### config.mk
export PLATFORM = sky130hd
export DESIGN_NAME = rs485_frame_receiver_responder
export DESIGN_NICKNAME = d
export VERILOG_FILES = /design/src/rfr_pkg.sv /design/src/rfr_front.sv /design/src/rfr_cmd_queue.sv /design/src/rfr_back.sv /design/src/rs485_frame_receiver_responder.sv
export SDC_FILE = /design/constraint.sdc
export NUM_CORES = 1
export LEC_CHECK = 0
export ABC_CLOCK_PERIOD_IN_PS = 7600
export BUFFER_PORTS_ARGS = -buffer_cell sky130_fd_sc_hd__buf_2
export CAP_MARGIN = 20
export CORE_ASPECT_RATIO = 1.25
export CORE_MARGIN = 2
export CORE_UTILIZATION = 30
export DETAILED_ROUTE_END_ITERATION = 6
export GPL_ROUTABILITY_DRIVEN = 0
export HOLD_SLACK_MARGIN = 0.03
export SLEW_MARGIN = 20
export SYNTH_ARGS = -nofsm -noshare
export SYNTH_HDL_FRONTEND = slang
export SYNTH_SLANG_ARGS = --single-unit
### constraint.sdc
create_clock -name clk -period 7.6 [get_ports clk]
set_input_delay 0.38 -clock clk [delete_from_list [all_inputs] [get_ports clk]]
set_output_delay 0.38 -clock clk [all_outputs]
set_load 0.005 [all_outputs]
### src/rfr_pkg.sv
`timescale 1ns / 1ps
// ----------------------------------------------------------------------------
// rfr_pkg
// Types and constants shared by the frame receiver front end, command queue
// and reply sequencer.
// ----------------------------------------------------------------------------
package rfr_pkg;

	localparam int PAYLOAD_LEN = 9;
	localparam int REPLY_LEN   = 13;
	localparam int PAY_IDX_W   = (PAYLOAD_LEN > 1) ? $clog2(PAYLOAD_LEN) : 1;
	localparam int SEQ_W       = $clog2(PAYLOAD_LEN + REPLY_LEN);

	localparam logic [7:0] SYNC_A          = 8'hFF;
	localparam logic [7:0] SYNC_B          = 8'hFE;
	localparam logic [7:0] REPLY_LEN_BYTE  = 8'd8;
	localparam logic [7:0] REPLY_TAG       = 8'd120;
	localparam logic [7:0] REPLY_PAD       = 8'd0;
	localparam logic [7:0] DEVICE_ID_RESET = 8'd1;

	// frame position counter codes
	localparam logic [7:0] POS_HUNT   = 8'd0;
	localparam logic [7:0] POS_SYNC_B = 8'd1;
	localparam logic [7:0] POS_ID     = 8'd2;
	localparam logic [7:0] POS_LEN    = 8'd3;
	localparam logic [7:0] POS_DATA   = 8'd4;

	typedef enum logic [1:0] {
		RK_ERROR   = 2'd0,
		RK_PAYLOAD = 2'd1,
		RK_REPLY   = 2'd2
	} result_kind_t;

	// reply byte positions
	localparam logic [3:0] RP_SYNC_A = 4'd0;
	localparam logic [3:0] RP_SYNC_B = 4'd1;
	localparam logic [3:0] RP_ID     = 4'd2;
	localparam logic [3:0] RP_LEN    = 4'd3;
	localparam logic [3:0] RP_BTN0   = 4'd4;
	localparam logic [3:0] RP_BTN1   = 4'd5;
	localparam logic [3:0] RP_CNC0   = 4'd6;
	localparam logic [3:0] RP_CNC1   = 4'd7;
	localparam logic [3:0] RP_FLG0   = 4'd8;
	localparam logic [3:0] RP_FLG1   = 4'd9;
	localparam logic [3:0] RP_BAT    = 4'd10;
	localparam logic [3:0] RP_TAG    = 4'd11;
	localparam logic [3:0] RP_PAD    = 4'd12;

	// one finished frame end, handed from front to back
	typedef struct packed {
		logic                            good;
		logic [PAYLOAD_LEN-1:0][7:0]     payload;
		logic [7:0]                      dev_id;
		logic [7:0]                      btn;
		logic [7:0]                      cnc;
		logic [7:0]                      flg;
		logic [7:0]                      bat;
		logic [15:0]                     err_cnt;
		logic [7:0]                      good_cnt;
		logic                            led;
	} cmd_t;

endpackage

### src/rfr_front.sv
`timescale 1ns / 1ps
// ----------------------------------------------------------------------------
// rfr_front
// Frame hunter: tracks sync, id, length and payload, checks the XOR and
// issues one command for every frame end.
// ----------------------------------------------------------------------------
module rfr_front (
	input  logic          clk,
	input  logic          arst_n,
	input  logic          cfg_write,
	input  logic [7:0]    cfg_data,
	input  logic          accept,
	input  logic [7:0]    rx_byte,
	input  logic [7:0]    button_bits,
	input  logic [7:0]    cancel_bits,
	input  logic [7:0]    input_flags,
	input  logic [7:0]    battery_code,
	output logic          cmd_valid,
	output rfr_pkg::cmd_t cmd
);

	logic [7:0]  dev_id_q;
	logic [7:0]  pos_q, pos_d;
	logic [7:0]  end_q, end_d;
	logic [7:0]  xor_q, xor_d;
	logic [15:0] err_q, err_d;
	logic [7:0]  good_q, good_d;
	logic [1:0]  link_q, link_d;
	logic [rfr_pkg::PAYLOAD_LEN-1:0][7:0] store_q;

	logic [7:0]                    data_off;
	logic [rfr_pkg::PAY_IDX_W-1:0] wr_idx;
	logic                          wr_en;
	logic                          frame_end;
	logic                          good;

	assign data_off = pos_q - rfr_pkg::POS_DATA;
	assign wr_idx   = data_off[rfr_pkg::PAY_IDX_W-1:0];

	always_comb begin
		pos_d     = pos_q;
		end_d     = end_q;
		xor_d     = xor_q;
		err_d     = err_q;
		good_d    = good_q;
		link_d    = link_q;
		wr_en     = 1'b0;
		frame_end = 1'b0;
		good      = 1'b0;
		if (accept) begin
			priority if (pos_q == rfr_pkg::POS_HUNT) begin
				end_d = 8'd0;
				if (rx_byte == rfr_pkg::SYNC_A) begin
					pos_d = rfr_pkg::POS_SYNC_B;
				end
			end else if (pos_q == rfr_pkg::POS_SYNC_B && rx_byte == rfr_pkg::SYNC_B) begin
				end_d = 8'd0;
				pos_d = rfr_pkg::POS_ID;
			end else if (pos_q == rfr_pkg::POS_ID) begin
				if (rx_byte == dev_id_q) begin
					end_d = 8'd0;
					pos_d = rfr_pkg::POS_LEN;
				end else begin
					pos_d = rfr_pkg::POS_HUNT;
				end
			end else if (pos_q == rfr_pkg::POS_LEN) begin
				end_d = rx_byte + rfr_pkg::POS_DATA;
				pos_d = rfr_pkg::POS_DATA;
				xor_d = 8'd0;
			end else if (pos_q > rfr_pkg::POS_LEN && pos_q < end_q) begin
				// bytes past the payload length are counted but not kept
				if (data_off < 8'(rfr_pkg::PAYLOAD_LEN)) begin
					wr_en = 1'b1;
					xor_d = xor_q ^ rx_byte;
				end
				pos_d = pos_q + 8'd1;
			end else begin
				// frame end, or a lost second sync byte
				frame_end = 1'b1;
				good = (pos_q == 8'(rfr_pkg::PAYLOAD_LEN + 4)) &&
					(end_q == 8'(rfr_pkg::PAYLOAD_LEN + 4)) && (rx_byte == xor_q);
				pos_d = rfr_pkg::POS_HUNT;
				end_d = 8'd0;
				if (good) begin
					good_d = good_q + 8'd1;
					link_d = (link_q == 2'd2) ? 2'd0 : link_q + 2'd1;
				end else begin
					err_d = err_q + 16'd1;
				end
			end
		end
	end

	always_ff @(posedge clk or negedge arst_n) begin
		if (!arst_n) begin
			dev_id_q <= rfr_pkg::DEVICE_ID_RESET;
			pos_q    <= rfr_pkg::POS_HUNT;
			end_q    <= 8'd0;
			xor_q    <= 8'd0;
			err_q    <= 16'd0;
			good_q   <= 8'd0;
			link_q   <= 2'd0;
		end else begin
			if (cfg_write) begin
				dev_id_q <= cfg_data;
			end
			pos_q  <= pos_d;
			end_q  <= end_d;
			xor_q  <= xor_d;
			err_q  <= err_d;
			good_q <= good_d;
			link_q <= link_d;
		end
	end

	always_ff @(posedge clk) begin
		for (int i = 0; i < rfr_pkg::PAYLOAD_LEN; i++) begin
			if (wr_en && wr_idx == rfr_pkg::PAY_IDX_W'(i)) begin
				store_q[i] <= rx_byte;
			end
		end
	end

	assign cmd_valid    = frame_end;
	assign cmd.good     = good;
	assign cmd.payload  = store_q;
	assign cmd.dev_id   = dev_id_q;
	assign cmd.btn      = button_bits;
	assign cmd.cnc      = cancel_bits;
	assign cmd.flg      = input_flags;
	assign cmd.bat      = battery_code;
	assign cmd.err_cnt  = err_d;
	assign cmd.good_cnt = good_d;
	assign cmd.led      = (link_d == 2'd2);

endmodule

### src/rfr_cmd_queue.sv
`timescale 1ns / 1ps
// ----------------------------------------------------------------------------
// rfr_cmd_queue
// Short register queue of frame-end commands between front and back.
// ----------------------------------------------------------------------------
module rfr_cmd_queue #(
	parameter int DEPTH = 2
) (
	input  logic          clk,
	input  logic          arst_n,
	input  logic          enq,
	input  rfr_pkg::cmd_t enq_data,
	output logic          full,
	input  logic          deq,
	output rfr_pkg::cmd_t head,
	output logic          empty
);

	localparam int PTR_W = (DEPTH > 1) ? $clog2(DEPTH) : 1;
	localparam int CNT_W = $clog2(DEPTH + 1);

	rfr_pkg::cmd_t entry_q [DEPTH];
	logic [PTR_W-1:0] wr_ptr_q, rd_ptr_q;
	logic [CNT_W-1:0] count_q;
	logic             do_enq, do_deq;

	assign full   = (count_q == CNT_W'(DEPTH));
	assign empty  = (count_q == '0);
	assign do_enq = enq && !full;
	assign do_deq = deq && !empty;
	assign head   = entry_q[rd_ptr_q];

	always_ff @(posedge clk or negedge arst_n) begin
		if (!arst_n) begin
			wr_ptr_q <= '0;
			rd_ptr_q <= '0;
			count_q  <= '0;
		end else begin
			if (do_enq) begin
				wr_ptr_q <= (wr_ptr_q == PTR_W'(DEPTH - 1)) ? '0 : wr_ptr_q + PTR_W'(1);
			end
			if (do_deq) begin
				rd_ptr_q <= (rd_ptr_q == PTR_W'(DEPTH - 1)) ? '0 : rd_ptr_q + PTR_W'(1);
			end
			unique case ({do_enq, do_deq})
				2'b10:   count_q <= count_q + CNT_W'(1);
				2'b01:   count_q <= count_q - CNT_W'(1);
				default: count_q <= count_q;
			endcase
		end
	end

	always_ff @(posedge clk) begin
		if (do_enq) begin
			entry_q[wr_ptr_q] <= enq_data;
		end
	end

endmodule

### src/rfr_back.sv
`timescale 1ns / 1ps
// ----------------------------------------------------------------------------
// rfr_back
// Result sequencer: walks the head command out as one error beat, or as the
// payload bytes followed by the reply bytes.
// ----------------------------------------------------------------------------
module rfr_back (
	input  logic          clk,
	input  logic          arst_n,
	input  rfr_pkg::cmd_t head,
	input  logic          head_empty,
	output logic          head_deq,
	input  logic          pop,
	output logic [1:0]    result_kind,
	output logic [3:0]    byte_index,
	output logic [7:0]    byte_value,
	output logic          last,
	output logic [15:0]   error_count,
	output logic [7:0]    good_count,
	output logic          link_led
);

	logic [rfr_pkg::SEQ_W-1:0] seq_q;
	logic [rfr_pkg::SEQ_W-1:0] rep_off;
	logic [3:0]                rep_idx;
	logic                      in_payload;
	logic                      seq_last;
	logic [7:0]                rep_byte;
	logic                      take;

	assign in_payload = seq_q < rfr_pkg::SEQ_W'(rfr_pkg::PAYLOAD_LEN);
	assign rep_off    = seq_q - rfr_pkg::SEQ_W'(rfr_pkg::PAYLOAD_LEN);
	assign rep_idx    = rep_off[3:0];
	assign seq_last   = seq_q == rfr_pkg::SEQ_W'(rfr_pkg::PAYLOAD_LEN + rfr_pkg::REPLY_LEN - 1);
	assign take       = pop && !head_empty;

	always_comb begin
		unique case (rep_idx)
			rfr_pkg::RP_SYNC_A: rep_byte = rfr_pkg::SYNC_A;
			rfr_pkg::RP_SYNC_B: rep_byte = rfr_pkg::SYNC_B;
			rfr_pkg::RP_ID:     rep_byte = head.dev_id;
			rfr_pkg::RP_LEN:    rep_byte = rfr_pkg::REPLY_LEN_BYTE;
			rfr_pkg::RP_BTN0,
			rfr_pkg::RP_BTN1:   rep_byte = head.btn;
			rfr_pkg::RP_CNC0,
			rfr_pkg::RP_CNC1:   rep_byte = head.cnc;
			rfr_pkg::RP_FLG0,
			rfr_pkg::RP_FLG1:   rep_byte = head.flg;
			rfr_pkg::RP_BAT:    rep_byte = head.bat;
			rfr_pkg::RP_TAG:    rep_byte = rfr_pkg::REPLY_TAG;
			default:            rep_byte = rfr_pkg::REPLY_PAD;
		endcase
	end

	always_comb begin
		if (!head.good) begin
			result_kind = rfr_pkg::RK_ERROR;
			byte_index  = 4'd0;
			byte_value  = 8'd0;
			last        = 1'b1;
		end else if (in_payload) begin
			result_kind = rfr_pkg::RK_PAYLOAD;
			byte_index  = 4'(seq_q);
			byte_value  = head.payload[seq_q[rfr_pkg::PAY_IDX_W-1:0]];
			last        = 1'b0;
		end else begin
			result_kind = rfr_pkg::RK_REPLY;
			byte_index  = rep_idx;
			byte_value  = rep_byte;
			last        = seq_last;
		end
	end

	assign error_count = head.err_cnt;
	assign good_count  = head.good_cnt;
	assign link_led    = head.led;
	assign head_deq    = take && last;

	always_ff @(posedge clk or negedge arst_n) begin
		if (!arst_n) begin
			seq_q <= '0;
		end else if (take) begin
			seq_q <= last ? '0 : seq_q + rfr_pkg::SEQ_W'(1);
		end
	end

endmodule

### src/rs485_frame_receiver_responder.sv
`timescale 1ns / 1ps
// ----------------------------------------------------------------------------
// rs485_frame_receiver_responder
// Sync / id / length / XOR frame receiver that answers good frames with the
// payload and a fixed reply carrying the button, cancel, flag and battery bytes.
// ----------------------------------------------------------------------------
//  channel   handshake          payload
//  input     push / full        rx_byte, button_bits, cancel_bits,
//                               input_flags, battery_code
//  result    empty / pop        result_kind, byte_index, byte_value, last,
//                               error_count, good_count, link_led
//  config    cfg_write          cfg_data (device id)
//
//  one input byte per cycle while full is low, each handled in the cycle it is taken
//  a good frame end gives 22 result beats, a bad one gives 1, one beat a cycle
//  from the sequencer while pop is high; frame ends wait in a QUEUE_DEPTH entry queue
//  full rises only while that queue is full, so long pop stalls back up input
//  reset clears position, checksum and counters; device id resets to 1
// ----------------------------------------------------------------------------
module rs485_frame_receiver_responder #(
	parameter int QUEUE_DEPTH = 2
) (
	input  logic        clk,
	input  logic        arst_n,
	input  logic        cfg_write,
	input  logic [7:0]  cfg_data,
	input  logic        push,
	output logic        full,
	input  logic [7:0]  rx_byte,
	input  logic [7:0]  button_bits,
	input  logic [7:0]  cancel_bits,
	input  logic [7:0]  input_flags,
	input  logic [7:0]  battery_code,
	output logic        empty,
	input  logic        pop,
	output logic [1:0]  result_kind,
	output logic [3:0]  byte_index,
	output logic [7:0]  byte_value,
	output logic        last,
	output logic [15:0] error_count,
	output logic [7:0]  good_count,
	output logic        link_led
);

	logic          accept;
	logic          cmd_valid;
	rfr_pkg::cmd_t cmd;
	rfr_pkg::cmd_t head;
	logic          head_deq;

	assign accept = push && !full;

	rfr_front u_front (
		.clk          (clk),
		.arst_n       (arst_n),
		.cfg_write    (cfg_write),
		.cfg_data     (cfg_data),
		.accept       (accept),
		.rx_byte      (rx_byte),
		.button_bits  (button_bits),
		.cancel_bits  (cancel_bits),
		.input_flags  (input_flags),
		.battery_code (battery_code),
		.cmd_valid    (cmd_valid),
		.cmd          (cmd)
	);

	rfr_cmd_queue #(
		.DEPTH (QUEUE_DEPTH)
	) u_queue (
		.clk      (clk),
		.arst_n   (arst_n),
		.enq      (cmd_valid),
		.enq_data (cmd),
		.full     (full),
		.deq      (head_deq),
		.head     (head),
		.empty    (empty)
	);

	rfr_back u_back (
		.clk         (clk),
		.arst_n      (arst_n),
		.head        (head),
		.head_empty  (empty),
		.head_deq    (head_deq),
		.pop         (pop),
		.result_kind (result_kind),
		.byte_index  (byte_index),
		.byte_value  (byte_value),
		.last        (last),
		.error_count (error_count),
		.good_count  (good_count),
		.link_led    (link_led)
	);

endmodule

# == Word-level counts from Yosys, hierarchy flattened ==
# Memories as Yosys holds them, arrays and structs flattened.
# Index checks and enable logic that the tools add are counted.
# op_classes
addsub,12
eq_ne,37
bitwise,4
n_reduce_logical,33
muxes,74
n_lt_le_gt_ge,5
# op_table
cell,n
two-way mux 8 bit,25
two-way mux 16 bit,7
one-hot mux 8 bit (9 select lines),1
binary-select mux 8 bit (select 4 bit),1
== test 4 x 3 -> 1 bit (second input constant),8
two-way mux 1 bit,25
two-way mux 2 bit,11
== test 4 bit (second input constant),5
logical AND 1 bit,18
adder 16 x 1 -> 16 bit (second input constant),1
adder 8 x 1 -> 8 bit (second input constant),2
== test 4 x 2 -> 1 bit (second input constant),4
== test 8 x 2 -> 1 bit (second input constant),2
== test 8 x 4 -> 1 bit (second input constant),2
== test 8 bit,2
== test 8 bit (second input constant),2
adder 8 x 3 -> 8 bit (second input constant),1
== test 2 bit (second input constant),4
== test 4 x 1 -> 1 bit (second input constant),2
== test 8 x 1 -> 1 bit (second input constant),1
> comparator 8 x 2 -> 1 bit (second input constant),1
zero test 4 bit,2
zero test 8 bit,1
less-than comparator 8 x 4 -> 1 bit (second input constant),1
26 further kinds,36
# totals
mem_count,1
ff_bits,139
output_inout_bits,42
in_bits,53
elab_cells,186
mem_bits_rw,276
# mem_list
memory,depth,width,read_ports,rd_clocked_by_memory_dff,wr,line_no,rtl
u_queue.entry_q,2,138,1,0,1,rfr_cmd_queue.sv:22,rfr_pkg::cmd_t entry_q [DEPTH];

# == Depth between registers and ports, before layout ==
# Gate-level depths: netlist of the first run.
# depth
ltp_word,11
mapped_depth,12

# == Cells and area by module ==
# A second synthesis of the first run with hierarchy kept.
# unflattened
cells_unflattened,1134
area_unflattened_um2,17924.7
# by_module_without_submodules
module,area_per_inst_um2,cells_each,n_inst
rfr_cmd_queue,10184.8,447,1
rfr_front,5815.6,441,1
rfr_back,1910.6,245,1
rs485_frame_receiver_responder,13.8,1,1

# == Worst setup path after synthesis of the first run ==
# No wires, ideal clock.
# synth_path
path_type,register -> register
from,reg u_front.pos_q[0]
to,mem u_queue.entry_q[0][0] (netlist name) (enable)
setup_time_ns,0.638
path_slack_ns,-0.357
path_stages_with_launch,8
t_arrival_ns,7.319
path_buffers,0
required_ns,6.962
path_cell_list,dfrtp_1 > inv_1 > ha_1 > nor2_1 > o31ai_1 > a211oi_1 > nand2_1 > nor2_1
# synth_between
elab_chain_cells,11
# synth_rtl
item,line_no,rtl
"start, declared",rfr_front.sv:23,"logic [7:0] pos_q, pos_d;"
"start signal, assigned",rfr_front.sv:97,pos_q <= rfr_pkg::POS_HUNT;
"start signal, assigned",rfr_front.sv:107,pos_q <= pos_d;
> comparator 8 x 2 -> 1 bit / less-than comparator 8 bit (equally long branches),rfr_front.sv:70,end else if (pos_q > rfr_pkg::POS_LEN && pos_q < end_q) begin
logical AND 1 bit,rfr_front.sv:70,
two-way mux 1 bit,rfr_front.sv:70,
two-way mux 1 bit,rfr_front.sv:66,end else if (pos_q == rfr_pkg::POS_LEN) begin
two-way mux 1 bit,rfr_front.sv:59,end else if (pos_q == rfr_pkg::POS_ID) begin
two-way mux 1 bit,rfr_front.sv:56,end else if (pos_q == rfr_pkg::POS_SYNC_B && rx_byte == rfr_pkg::SYNC_B) begin
two-way mux 1 bit *,rfr_front.sv:51,priority if (pos_q == rfr_pkg::POS_HUNT) begin
two-way mux 1 bit *,rfr_front.sv:50,if (accept) begin
logical AND 1 bit *,rfr_cmd_queue.sv:29,assign do_enq = enq && !full;
two-way mux 1 bit *,rfr_cmd_queue.sv:54,if (do_enq) begin
two-way mux 1 bit (implied by the code) *,rfr_cmd_queue.sv:55,entry_q[wr_ptr_q] <= enq_data;
"end, declared",rfr_cmd_queue.sv:22,
# Mark *: on every way between the ends. The rest lies on a longest branch, timed or not.

# == Worst setup path in the final report of the first run ==
# layout_path
from,reg u_back.seq_q[1] (netlist name)
to,out byte_value[2]
# layout_between
elab_chain_cells,6
# layout_rtl
item,line_no,rtl
"start, declared",rfr_back.sv:23,logic [rfr_pkg::SEQ_W-1:0] seq_q;
"start signal, assigned",rfr_back.sv:83,seq_q <= last ? '0 : seq_q + rfr_pkg::SEQ_W'(1);
subtractor 4 bit,rfr_back.sv:32,assign rep_off = seq_q - rfr_pkg::SEQ_W'(rfr_pkg::PAYLOAD_LEN);
== test 4 bit / == test 4 x 3 -> 1 bit (equally long branches),rfr_back.sv:38,unique case (rep_idx)
OR reduction 2 bit,rfr_back.sv:38,
one-hot mux 8 bit (9 select lines),rfr_back.sv:38,
two-way mux 8 bit *,rfr_back.sv:61,end else if (in_payload) begin
two-way mux 8 bit *,rfr_back.sv:56,if (!head.good) begin
"end, declared",rs485_frame_receiver_responder.sv:38,"output logic [7:0] byte_value,"
# Mark *: on every way between the ends. The rest lies on a longest branch, timed or not. The select of a mux whose other input is x is not followed.

==> flow_results.org, run 1 <==
** Status
- Status :: finished, final reports clean

** Global routing
- Global routing consumed, over all layers together, a little over an eighth of the routing resources.
- The total overflow left after global routing is 0.
- The via count of the first global-routing pass came to 9796.
- Global-route wire length before repair :: between 50000 and 60000 um
- Initial antenna violation count :: 3
- Entering global routing, the biggest net connects between 100 and 150 pins.

** STA
- Rel. slew slack :: 32.13%
- Setup TNS :: 0 ps
- Across the routed clock network, the largest skew measured is approximately 34 ps.
- Time the worst path needs with I/O delays and setup :: 4498 ps
- Timing would allow up to 222.3 MHz.
- RSZ-0062 raised after global routing :: no
- The number of hold-slack violations in the final timing report is 0.
- Count of final setup violators :: 0
- In the finished design, the share of the clock period the worst path needs comes to 59.19%.
- The final-report max-slew violation count came to 0.
- Tightest Pin Transition :: between 1000 and 1500 ps

** Worst setup path
- The worst setup path is launched from a flop.
- Data on the critical path is required at its endpoint by 7220 ps.
- The worst setup path is captured at an output port.
- Internal reg-to-reg setup slack :: 3750 ps
- The critical path in this run is classified as reg2out.
- For the worst setup path, the data arrival time is 4120 ps.
- Of all nets on the critical path, the largest fanout is 20.

** Clocking
- Clock sink total :: between 400 and 500
- Clock-pin slew was measured on the worst setup and hold paths at around 60 ps.
- Clock tree from TritonCTS :: done
- The later pin in the worst-skew pair is clocked with a latency of ~560 ps.
- The number of setup buffers added after CTS is 0.
- CTS Buffer Depth :: 3
- In this run, CTS created clock tree buffers numbering 42.
- H-tree depth :: 2
- Clock root buffer master :: sky130_fd_sc_hd__clkbuf_16

** Logic synthesis
- Yosys warnings :: 0
- The synthesized design spends more area on one cell type than any other, namely sky130_fd_sc_hd__edfxtp_1.
- Combined area of all synthesized cells :: 16990 sq um
- Proportion of register bits with asynchronous set or reset after synthesis :: 16.14%
- In the synthesized netlist the dominant register cell turns out to be sky130_fd_sc_hd__edfxtp_1.
- Mean instance size in the synthesized netlist :: 16.41 sq um
- Cells after synthesis :: 1035
- The number of nets handed over by synthesis was 1109.
- In this run, distinct cell masters in the synthesized netlist total 67.
- Post-synth top area share :: between 60% and 70%
- Summing the sequential cell areas from Yosys gives 71.40% of the chip area.
- Yosys reg bits :: just over 400
- Sorting the synthesized cells by area gives the leading types as sky130_fd_sc_hd__edfxtp_1 (62%), sky130_fd_sc_hd__dfrtp_1 (9.7%), sky130_fd_sc_hd__mux4_2 (4.6%).
- The synthesized design contains 348 enable-type register cells.

** Pwr
- Overall power after layout :: 6.710 mW
- Power spread over the standard cell area amounts to 336.3 nW/um^2.
- Leakage power summed over all cells :: 6.965 nW
- Max IR drop VDD :: 0.1605 mV

** Layout
- Final-stage net count :: ~1.2k
- ANT cells :: 0
- Area growth syn-to-layout :: 17.45%
- The post-route netlist has 23.73% of its cells at a drive strength greater than 1.

** Route
- First drt pass iteration count :: 5
- For this run, design rule violations remaining after detail routing come to 0.
- Final WL :: around 38000 um
- Initial DRC Count :: 787
- Detailed routing inserted a total of 9403 vias.
- In the routed layout, each cell is associated on average with a via count of approximately 4.8.
- Remaining antenna violation count after routing :: 0
- Dividing the detail-routed wire length by the instance count gives 19.70 um.

** Floorplanning
- Chip height :: between 200 and 300 um
- Full die area :: 58550 sq um
- Measured along the x axis, the die boundary spans between 200 and 250 um.
- The total area inside the core boundary comes to approximately 56000 sq um.
- Top-Level Pins :: 95
- Row cnt :: 97
- The initial utilization of the core area, before any placement, comes to 30.29%.

** Placed design
- Port buffering added 94 buffers.
- Summed over all nets, the half-perimeter wirelength after detailed placement is 25020 um.

** Run
- Max-cap violations in this run came to 0.

** Hold path
- In this run the worst hold path is classified as in2async.
==> stage by stage <==
stage | cell area (sq um) | hold WS, ps | instances | util, % | worst slack, ps
after global placement | 18320 | 422.4 | 1838 | 32.67 | 3800
after CTS | 19950 | 36.18 | 1947 | 35.58 | 3194
after floorplan | 16990 | 84.41 | 1035 | - | 1970
after detailed placement | 18320 | 429.0 | 1838 | 32.67 | 3708
final | 19950 | 43.51 | 1947 | 35.58 | 3102
after global routing | 19950 | 41.77 | 1947 | 35.58 | 2789
==> metal layers <==
layer  track usage, %  part of all wire [%]
met1            16.00                    41
met2            23.55                    52
met3            2.207                   4.5
met4            4.110                   2.4
met5                0                 0.055
==> Yosys cell counts (all sizes together), types with 2 or more instances <==
cell    number
or2          5
inv         24
nand3b       2
nor2b        6
or3          8
xnor2       20
a21o         8
o41ai        2
nand2       58
and3         8
mux2i       33
dfrtp       66
nor2        37
o32ai        2
or4          3
edfxtp     348
a32oi        2
o22ai        4
nor3b        2
nand2b       6
and4         8
o221ai       2
a22oi        3
mux2        59
mux4        35
o211ai       4
a211oi      11
nand3       26
o21ai       39
o31ai       13
and4b        3
clkbuf      21
ha          21
buf         23
nor3        19
a221oi       8
a31oi        8
nand4        8
a21oi       24
xor2        30
nor4        12
==> power by group <==
part,switching [mW],internal (mW),total (mW)
Clock,0.862,1.10,1.97
Combinational,1.00,0.727,1.73
Sequential,0.176,2.84,3.01
==> worst max-delay path, cell delays in order, from the launching register on <==
cell and delay (ps):
sky130_fd_sc_hd__dfrtp_1 780, sky130_fd_sc_hd__inv_1 510, sky130_fd_sc_hd__ha_1 480, sky130_fd_sc_hd__or2_2 370, sky130_fd_sc_hd__o21ai_0 400, sky130_fd_sc_hd__o21ai_0 240
sky130_fd_sc_hd__o32ai_1 350, sky130_fd_sc_hd__a211oi_1 70, sky130_fd_sc_hd__o21ai_0 210, sky130_fd_sc_hd__buf_2 150
==> cells in the final DEF (no fill, tap or decap), types with 5 or more instances in the layout <==
master / count
sky130_fd_sc_hd__nor2_1: 35
sky130_fd_sc_hd__clkinv_2: 6
sky130_fd_sc_hd__o31ai_2: 7
sky130_fd_sc_hd__and3_1: 7
sky130_fd_sc_hd__buf_2: 94
sky130_fd_sc_hd__mux2_2: 57
sky130_fd_sc_hd__inv_1: 24
sky130_fd_sc_hd__or2_2: 5
sky130_fd_sc_hd__o21ai_1: 7
sky130_fd_sc_hd__dfrtp_1: 65
sky130_fd_sc_hd__a21o_1: 8
sky130_fd_sc_hd__mux2i_1: 33
sky130_fd_sc_hd__a21oi_1: 24
sky130_fd_sc_hd__nand2_1: 58
sky130_fd_sc_hd__o31ai_1: 6
sky130_fd_sc_hd__nor2b_1: 6
sky130_fd_sc_hd__nor3_1: 18
sky130_fd_sc_hd__ha_1: 21
sky130_fd_sc_hd__a31oi_1: 8
sky130_fd_sc_hd__clkbuf_8: 5
sky130_fd_sc_hd__dlygate4sd3_1: 31
sky130_fd_sc_hd__xnor2_1: 20
sky130_fd_sc_hd__xor2_1: 30
sky130_fd_sc_hd__clkbuf_1: 12
sky130_fd_sc_hd__nand2b_1: 6
sky130_fd_sc_hd__o21ai_0: 32
sky130_fd_sc_hd__buf_4: 9
sky130_fd_sc_hd__clkbuf_16: 43
sky130_fd_sc_hd__nand4_1: 8
sky130_fd_sc_hd__a221oi_1: 8
sky130_fd_sc_hd__mux4_2: 35
sky130_fd_sc_hd__nor4_1: 11
sky130_fd_sc_hd__nand3_1: 26
sky130_fd_sc_hd__a211oi_1: 10
sky130_fd_sc_hd__edfxtp_1: 348
sky130_fd_sc_hd__or3_1: 7
sky130_fd_sc_hd__and4_1: 8
==> what timing repair did <==
action                    4_1_cts  5_1_grt
hold endpoints to repair       61        0
gates resized for setup         0        0
hold buffers                   31        0
==> final cells by class <==
cell class | count | area [sq um]
well taps | 742 | 928.4
multi-input cells | 552 | 4591
inverters | 24 | 90.09
repair buffers | 136 | 888.4
clock inverters | 18 | 130.1
clock buffers | 60 | 1190
fillers | 5313 | 36120
flip-flops and latches | 415 | 12130
==> flip-flops by register name, indices dropped and copies added, names as in the netlist <==
register,cells
u_front.cmd,72
u_front.err_q,16
u_front.good_q,8
u_front.pos_q,8
u_queue.count_q,2
u_queue.rd_ptr_q,1
u_front.link_q,2
u_queue.wr_ptr_q,1
u_queue.entry_q,276
u_front.xor_q,8
u_front.end_q,8
u_back.seq_q,5
u_front.dev_id_q,8
==> cells by family after synthesis <==
kind of cell	share of synthesized area, %
adder cells (fa/ha/maj)	1.547
flip-flops	71.40
multiplexers	10.50
AND/OR/NAND/NOR	6.527
AO/OA/AOI/OAI	5.768
buffers and inverters	1.680
XOR/XNOR	2.578
==> path summary, 6_finish.rpt <==
kind | start | to | cells past startpoint
setup reg to reg | u_front.pos_q[0] | u_queue.entry_q[0][104] | 8
hold reg to reg | u_front.cmd[114] | u_queue.entry_q[1][114] | 0
hold / removal | arst_n | u_front.good_q[3] | 2
min in group clk | input_flags[2] | u_queue.entry_q[0][35] | 1
max in group asynchronous | arst_n | u_queue.rd_ptr_q | 2
setup / recovery | u_back.seq_q[1] | byte_value[2] | 9
(Power assumes the default switching activity.)
==> run 2: changes to the inputs <==
- ABC_AREA: unset -> 1
- ABC_CLOCK_PERIOD_IN_PS: 7600 -> 4600
- clock period: 7.6 -> 4.6 ns (I/O delays scaled with it)
==> flow_results.org, run 2 <==
** Route
- The average via count per standard cell was 4.708 (-2.5%).
- The count of nets left with antenna violations after detail routing is 0 (unchanged).
- The violation count after the first detailed-routing iteration was 827 (+5.1%).
- Final WL :: 43740 um (+14%)
- Via count :: 11.80k (+25%)
- The final routed DRC violation total is 0 (unchanged).
- Detailed-route wire length per cell :: 17.45 um (-11%)
- First drt pass iteration count :: 6 (+1)

** STA
- The setup TNS is 0 ps (unchanged).
- Time the worst path needs with I/O delays and setup :: 4111 ps
- Worst hold slack :: 105.0 ps (+61.50 ps)
- Dividing the final minimum period by the clock period gives 89.36%.
- RSZ-0062 raised after global routing :: no
- The number of failing setup endpoints in the final timing report is 0 (unchanged).
- Tightest Pin Transition :: 1035 ps (+17.27 ps)
- The final-report max-slew violation count was 0 (unchanged).
- For this run, the top clock speed supported by timing is 243.3 MHz.
- Endpoints failing hold :: 0 (unchanged)
- Rel. slew slack :: 30.45% (-1.7 points)
- The worst setup skew after layout came to 33.60 ps (-0.8330 ps).

** Layout
- ANT cells :: 0 (unchanged)
- Commonest non-fill, non-tap cell in the layout :: sky130_fd_sc_hd__nand2_1
- The final cell area excluding filler cells came to 20820 sq um (+4.4%).
- The register with the most flip-flops in the final layout is u_queue.entry_q.
- Final-stage net count :: 1796 (+44%)
- From synthesis to final layout, the design area changed by 19.28%.
- The fraction of final layout cells with drive strength greater than 1 is 12.93% (-11 points).
- The share of the core filled with cells came to 36.28% (+0.70 points).
- The number of flip-flops in the largest register is 276 (unchanged).
- Commonest cells after routing, fill and taps aside :: sky130_fd_sc_hd__nand2_1 (512), sky130_fd_sc_hd__edfxtp_1 (348), sky130_fd_sc_hd__nand3_1 (112), sky130_fd_sc_hd__inv_1 (109), sky130_fd_sc_hd__buf_2 (94)

** Logic synthesis
- The distinct cell type count after synthesis was 38 (-43%).
- Yosys warnings :: 0 (unchanged)
- Top post-synthesis cells by count :: sky130_fd_sc_hd__nand2_1 (512), sky130_fd_sc_hd__edfxtp_1 (348), sky130_fd_sc_hd__nand3_1 (112)
- Yosys reg bits :: 415 (unchanged)
- The xor and xnor area share after synthesis came to 1.004% (-1.6 points).
- The multiplexer fraction of the synthesized cell area came to 1.391% (-9.1 points).
- Adder-cell share of the synthesized area :: 1.505% (-0.042 points)
- Proportion of register bits with asynchronous set or reset after synthesis :: 16.14% (unchanged)
- The netlist area before placement is 17450 sq um (+2.8%).
- In the synthesized netlist the dominant register cell turns out to be sky130_fd_sc_hd__edfxtp_1.
- After synthesis, the largest family of logic cells by area is simple AND/OR/NAND/NOR gates.
- Mean instance size in the synthesized netlist :: 11.17 sq um (-32%)
- Largest cells by area after synthesis :: sky130_fd_sc_hd__edfxtp_1 (60%), sky130_fd_sc_hd__nand2_1 (11%), sky130_fd_sc_hd__dfrtp_1 (9.5%)
- The top-area cell type share of the netlist area was 59.87% (-1.7 points).
- Post-synthesis net count :: 1636 (+48%)
- The simple-gate area share of the yosys netlist is 18.96% (+12 points).
- Cells after synthesis :: 1562 (+51%)
- Share of the synthesized area in compound gates (AO/OA/AOI/OAI) :: 3.799% (-2.0 points)
- The number of enable flip-flop cells after synthesis was 348 (unchanged).
- The sequential element share of the synthesized area came to 69.48% (-1.9 points).
- Area leader, netlist :: sky130_fd_sc_hd__edfxtp_1
- Most used standard cell by instance count after synthesis :: sky130_fd_sc_hd__nand2_1

** Floorplanning
- The effective utilization at floorplan is 30.42% (+0.12 points).
- Top-Level Pins :: 95 (unchanged)
- Area of the core region :: 57390 sq um (+2.3%)
- Row cnt :: 98 (+1.0%)
- Chip height :: 273.7 um (+1.4%)
- The overall die area came to 60140 sq um (+2.7%).
- Overall die width :: 219.7 um (+1.3%)

** Worst setup path
- The largest individual stage delay along the critical path comes from the cell sky130_fd_sc_hd__dfrtp_1.
- CP Data Arrival Time :: 3880 ps (-240 ps)
- Critical Path, Cell by Cell :: inv_1 -> ha_1 -> nand2_1 -> inv_1 -> nor2_1 -> nand2_1 -> nor2_2 -> inv_1 -> nor2_1 -> nor2_1 -> nand3_1 -> nand2_1 -> nand2_1 -> buf_2
- The worst path required time came to 4370 ps (-2850 ps).
- The highest fanout seen on the critical path is 21 (+5.0%).
- Critical path capture point type :: output port
- The largest incremental delay on the critical path is 880 ps (+100 ps).
- The cell that appears most often on the critical path is sky130_fd_sc_hd__nand2_1.
- The worst setup path is launched from a flop.
- The worst setup path is of the reg2out kind.

** Placed design
- The half-perimeter wire length of the detailed placement result was 28920 um (+16%).
- The placed cell area is 18860 sq um (+3.0%).
- The total of buffers placed on input and output ports is 94 (unchanged).

** Clocking
- Clock tree from TritonCTS :: done
- The post-CTS repair timing setup buffer count came to 0 (unchanged).
- CTS Buffer Depth :: 3 (unchanged)
- The clock latency on the worst-skew pair came to 590 ps (+30 ps).
- Clock transition at the registers of the reported paths :: 60 ps (about the same)
- The clock buffer count from CTS was 46 (+9.5%).
- Clock root buffer master :: sky130_fd_sc_hd__clkbuf_16
- The number of clock sinks came to 415 (unchanged).
- The depth of the CTS H-tree came to 2 (unchanged).

** Pwr
- Share of total power in sequential cells :: 41.8% (-3.1 points)
- The overall power of the completed layout came to 11.71 mW (+75%).
- Sw Share :: 34.05% (+3.6 points)
- The proportion of power drawn by combinational gates came to 27.8% (+2.0 points).
- Switching power total :: 3.987 mW (+95%)
- Leakage power summed over all cells :: 8.190 nW (+18%)
- Relative contribution of the clock network to total power :: 30.5% (+1.2 points)
- The design internal power came to 7.723 mW (+65%).
- Power density normalized to cell area :: 562.4 nW/um^2 (+67%)
- Max IR drop VDD :: 0.4619 mV (+190%)

** Status
- The flow ran to the end, and the final reports show no timing, DRC or antenna violations.

** Global routing
- The total global routing overflow came to 0 (unchanged).
- Vias in the first global route :: 11.54k (+18%)
- The wire length of the first global-routing pass is 66590 um (+12%).
- Overall routing resource usage :: 14.43% (+1.3 points)
- The pin count of the biggest net entering global routing is 139 (+22%).
- The number of antenna violations at the first check in global routing is 0 (-3).

** Run
- Max-cap violations :: 0 (unchanged)

** Hold path
- Hold Path Class :: in2reg
-- run 2: cell count changes in the layout (fill, tap and decap cells not counted), moves of 11 or more --
| cell | change |
|---|---|
| sky130_fd_sc_hd__o21ai_1 | +13 |
| sky130_fd_sc_hd__nor2_2 | +11 |
| sky130_fd_sc_hd__mux4_2 | -35 |
| sky130_fd_sc_hd__xor2_1 | -17 |
| sky130_fd_sc_hd__inv_1 | +85 |
| sky130_fd_sc_hd__mux2i_1 | -11 |
| sky130_fd_sc_hd__nor2_1 | +56 |
| sky130_fd_sc_hd__dlygate4sd3_1 | +19 |
| sky130_fd_sc_hd__mux2_2 | -55 |
| sky130_fd_sc_hd__nand4_1 | +16 |
| sky130_fd_sc_hd__nand2_1 | +454 |
| sky130_fd_sc_hd__a21oi_1 | +34 |
| sky130_fd_sc_hd__nand3_1 | +86 |
| sky130_fd_sc_hd__xnor2_1 | -13 |
-- run 2: timing repair --
action                    4_1_cts  5_1_grt
hold buffers                   50        0
resized for setup               0        0
hold endpoints to repair      111        0
-- run 2: logic make-up (layout without fill, tap and decap cells) --
group | count (synthesis) | in the layout
compound gates | 124 | 124
xor+xnor | 20 | 20
fa+ha+maj | 21 | 21
buf+inv | 170 | 364
flops | 415 | 415
mux | 24 | 24
simple gates | 788 | 788
-- run 2: cell type report --
type,instances,area [sq um]
clock buffer,53,1187
clock inverter,29,267.8
fill,5638,36570
inverter,118,444.2
multi-input combinational,977,4678
sequential,415,12130
tap,750,938.4
timing repair buffer,164,1171
-- run 2: worst paths after layout --
check | cells after the start | to | slack [ps] | start
max reg2reg | 10 | u_queue.count_q[1] | 1210 | u_back.seq_q[1]
min in group asynchronous | 2 | u_front.err_q[0] | 330 | arst_n
min reg2reg | 0 | u_queue.entry_q[1][88] | 420 | u_front.cmd[88]
max | 14 | byte_value[4] | 490 | u_back.seq_q[1]
max in group asynchronous | 3 | u_front.end_q[3] | 3240 | arst_n
min | 2 | u_front.dev_id_q[7] | 110 | cfg_write
-- run 2: worst max-delay path: cells and delay by family, from the launching register on --
| kind | cells | cell delay [ps] |
|---|---|---|
| fa+ha+maj | 1 | 430 |
| buf+inv | 4 | 930 |
| flops | 1 | 880 |
| simple gates | 9 | 1070 |
-- run 2: per-stage QoR --
step	cells	worst slack, ps
3_3_place_gp	2374	1275
6_report	2506	489.3
3_5_place_dp	2374	1174
4_1_cts	2506	559.7
2_1_floorplan	1562	-920.3
5_1_grt	2506	183.7
-- run 2: routing by layer --
metal | track usage [%] | vias up | wire, um
li1 | - | 5626 | -
met1 | 17.73 | 5745 | 18010
met2 | 25.19 | 349 | 22280
met3 | 2.489 | 78 | 2089
met4 | 5.457 | 0 | 1367
met5 | 0 | - | 0
-- run 2: power by group through the flow --
stage	sequential (mW)	combinational, mW	clock (mW)
after floorplan	4.93	2.07	0
after global placement	4.95	3.23	0
after detailed placement	4.97	3.26	0
after CTS	4.89	3.31	3.64
after global routing	4.94	3.62	3.79
final	4.89	3.25	3.57
==> run 3: changes to the inputs <==
- ABC_CLOCK_PERIOD_IN_PS: 4600 -> 4900
- SLEW_MARGIN: 20 -> 30
- clock period: 4.6 -> 4.9 ns (I/O delays scaled with it)
==> flow_results.org, run 3 (synthesis gave the netlist of run 2 again) <==
** Status
- The run finished with clean final reports.

** Layout
- In the layout the commonest cells are sky130_fd_sc_hd__nand2_1 (512), sky130_fd_sc_hd__edfxtp_1 (348), sky130_fd_sc_hd__nand3_1 (112), sky130_fd_sc_hd__inv_1 (109), sky130_fd_sc_hd__buf_2 (93).
- More flip-flops sit in one register than any other, and that register is u_queue.entry_q.
- Flip-flop count of the largest register, all copies and words added :: 276 (unchanged)
- From synthesis to final layout, the design area changed by 18.81%.
- The number of diodes added for antenna fixing came to 0 (unchanged).
- The fraction of final layout cells with drive strength greater than 1 is 12.54% (-0.38 points).
- The net count reported at finish is 1794 (-0.11%).
- The final cell area excluding filler cells was 20740 sq um (-0.39%).
- The share of the core filled with cells is 36.14% (-0.14 points).
- Commonest non-fill, non-tap cell in the layout :: sky130_fd_sc_hd__nand2_1

** Global routing
- The via count of the first global-routing pass was 11.52k (-0.20%).
- Overall routing resource usage :: 14.39% (-0.044 points)
- Maximum number of pins on one net before global-route repair :: 114 (-18%)
- Remaining Overflow, GRT :: 0 (unchanged)
- Global-route wire length before repair :: 66610 um (about the same)
- Initial antenna violation count :: 1 (+1)

** Worst setup path
- Walking the worst path, the cells encountered are inv_1 -> ha_1 -> nand2_1 -> inv_1 -> nor2_1 -> nand2_1 -> a21oi_1 -> nand2_1 -> nand2_1 -> inv_1 -> nand3_1 -> nand2_1 -> nand2_1 -> buf_2.
- The worst path required time is 4660 ps (+290 ps).
- The data arrival at the endpoint of the critical path was 3730 ps (-150 ps).
- Broken down by cell family, the worst path's largest delay share belongs to flip-flops.
- Reg-to-reg startpoint :: u_queue.rd_ptr_q
- Tracing the worst setup path back leads to its startpoint at u_back.seq_q[1].
- Critical Path Slowest Stage Cell :: sky130_fd_sc_hd__dfrtp_1
- Buf+Inv Stages, Crit Path :: 4 (unchanged)
- By instance count, the cell type seen most on the critical path is sky130_fd_sc_hd__nand2_1.
- Kind of start point of the critical path :: flop
- Crit Path Class :: reg2out
- Largest stage delay on the critical path :: 980 ps (+100 ps)
- The minimum setup slack among reg-to-reg paths is 1700 ps (+490 ps).
- The highest fanout seen on the critical path is 21 (unchanged).
- The worst setup path is captured at an output port.

** Placed design
- The placed cell area was 18850 sq um (about the same).
- The total of buffers placed on input and output ports was 94 (unchanged).
- The half-perimeter wire length of the detailed placement result is 28540 um (-1.3%).
- Pre-CTS setup slack :: 1630 ps (+455.6 ps)

** Pwr
- The share of total power in sequential cells is 42.8% (+1.0 points).
- The areal power density over the cells was 520.9 nW/um^2 (-7.4%).
- The power spent charging and discharging nets was 3.715 mW (-6.8%).
- The proportion of power drawn by combinational gates is 27.6% (-0.2 points).
- Leakage power summed over all cells :: 8.147 nW (-0.52%)
- Sw Share :: 34.39% (+0.35 points)
- The peak supply drop is 0.2987 mV (-35%).
- The part of the power in the clock network was 29.6% (-0.9 points).
- Internal power contribution :: 7.086 mW (-8.2%)

** STA
- Crit share post-route :: between 80% and 90%
- The transition at the pin with the smallest max-transition slack was 969.4 ps (-65.85 ps).
- Final critical-path setup slack :: 920.8 ps (+431.5 ps)
- The final-report max-slew violation count is 0 (unchanged).
- The worst setup skew after layout was 33.97 ps (+0.3626 ps).
- RSZ-0062 raised after global routing :: no
- Highest achievable clock rate :: 251.3 MHz
- The number of hold-slack violations in the final timing report came to 0 (unchanged).
- For the finished layout, the period the worst path requires is 3979 ps.
- The relative slew slack was 35.37% (+4.9 points).
- The number of failing setup endpoints in the final timing report was 0 (unchanged).

** Clocking
- Clock transition at the registers of the reported paths :: 60 ps (about the same)
- The number of buffers on the longest clock path came to 3 (unchanged).
- TritonCTS built the clock tree.
- The clock latency on the worst-skew pair is 600 ps (about the same).
- The depth of the CTS H-tree was 2 (unchanged).
- Post-CTS Resized :: 0 (unchanged)
- The clock buffer count from CTS was 43 (-6.5%).
- Post-CTS repair timing setup buffer count :: 0 (unchanged)
- The number of clock sinks came to 415 (unchanged).
- Clock root buffer master :: sky130_fd_sc_hd__clkbuf_16

** Floorplanning
- The overall die area came to 60140 sq um (unchanged).
- The effective utilization at floorplan is 30.42% (unchanged).
- Row cnt :: 98 (unchanged)
- The total I/O pin count is 95 (unchanged).
- The height of the die came to 273.7 um (unchanged).
- Area of the core region :: 57390 sq um (unchanged)
- Overall die width :: 219.7 um (unchanged)

** Route
- Detailed-route wire length per cell :: 17.24 um (-1.2%)
- Drc violations :: 0 (unchanged)
- The detailed-route wire length is 43170 um (-1.3%).
- Via count :: 11.67k (-1.1%)
- The iteration count of the initial detailed-routing pass was 5 (-1).
- The count of nets left with antenna violations after detail routing is 0 (unchanged).
- The violation count after the first detailed-routing iteration is 842 (+1.8%).
- DR vias/cell :: 4.661 (-1.0%)

** Hold path
- Hold Crit Start :: rx_byte[4]
- The min-delay analysis places its worst path in the category in2reg.

** Run
- Max-cap violations :: 0 (unchanged)
run 3: cell type report:
| class | instances | area (sq um) |
|---|---|---|
| timing repair buffer | 165 | 1159 |
| tap | 750 | 938.4 |
| multi-input combinational | 977 | 4683 |
| clock inverter | 28 | 275.3 |
| inverter | 118 | 444.2 |
| fill | 5584 | 36650 |
| sequential | 415 | 12130 |
| clock buffer | 51 | 1106 |
run 3: what timing repair did:
| item | 4_1_cts | 5_1_grt |
|---|---|---|
| hold endpoints to repair | 113 | 0 |
| endpoints found under the setup margin | 0 | 0 |
| hold buffers | 51 | 0 |
run 3: worst paths after layout:
path                            depth (start not counted)                endpoint
worst max-delay path                                   14           byte_value[1]
worst min-delay path                                    1         u_front.cmd[69]
worst max register to register                         11      u_queue.count_q[1]
worst min register to register                          0  u_queue.entry_q[1][80]
max in group asynchronous                               3         u_back.seq_q[2]
min in group asynchronous                               2        u_front.err_q[7]
run 3: power by group through the flow:
stage                     combinational, mW  clock [mW]  sequential (mW)
after detailed placement               2.99           0             4.70
after CTS                              3.03        3.28             4.63
after global routing                   3.34        3.41             4.67
after floorplan                        1.94           0             4.63
after global placement                 2.96           0             4.69
final                                  2.98        3.19             4.63
run 3: per-stage QoR:
stage / power (mW) / hold WS, ps / TNS (ps) / instances
after floorplan: 6.573 / -50.59 / -171180 / 1562
after global placement: 7.646 / 422.2 / 0 / 2374
after detailed placement: 7.690 / 276.0 / 0 / 2374
after CTS: 10.95 / 44.69 / 0 / 2504
after global routing: 11.43 / 70.93 / 0 / 2504
final: 10.80 / 89.16 / 0 / 2504
run 3: worst reg2reg max path, stage by stage (launching register included):
cell and delay [ps]:
sky130_fd_sc_hd__dfrtp_4 670, sky130_fd_sc_hd__clkinv_2 530, sky130_fd_sc_hd__or2_2 450, sky130_fd_sc_hd__o21ai_1 220, sky130_fd_sc_hd__inv_1 80, sky130_fd_sc_hd__nand2_1 100, sky130_fd_sc_hd__inv_1 80, sky130_fd_sc_hd__nor2_2 210
sky130_fd_sc_hd__ha_1 300, sky130_fd_sc_hd__a21oi_1 110, sky130_fd_sc_hd__o21ai_0 120, sky130_fd_sc_hd__xor2_1 160
run 3: routing by layer:
layer / vias up / wire length, um / track usage (%) / part of all wire (%)
li1: 5632 / - / - / -
met1: 5650 / 18120 / 18.19 / 42
met2: 308 / 21880 / 24.93 / 51
met3: 80 / 1980 / 2.244 / 4.6
met4: 0 / 1189 / 4.981 / 2.8
met5: - / 0 / 0 / 0
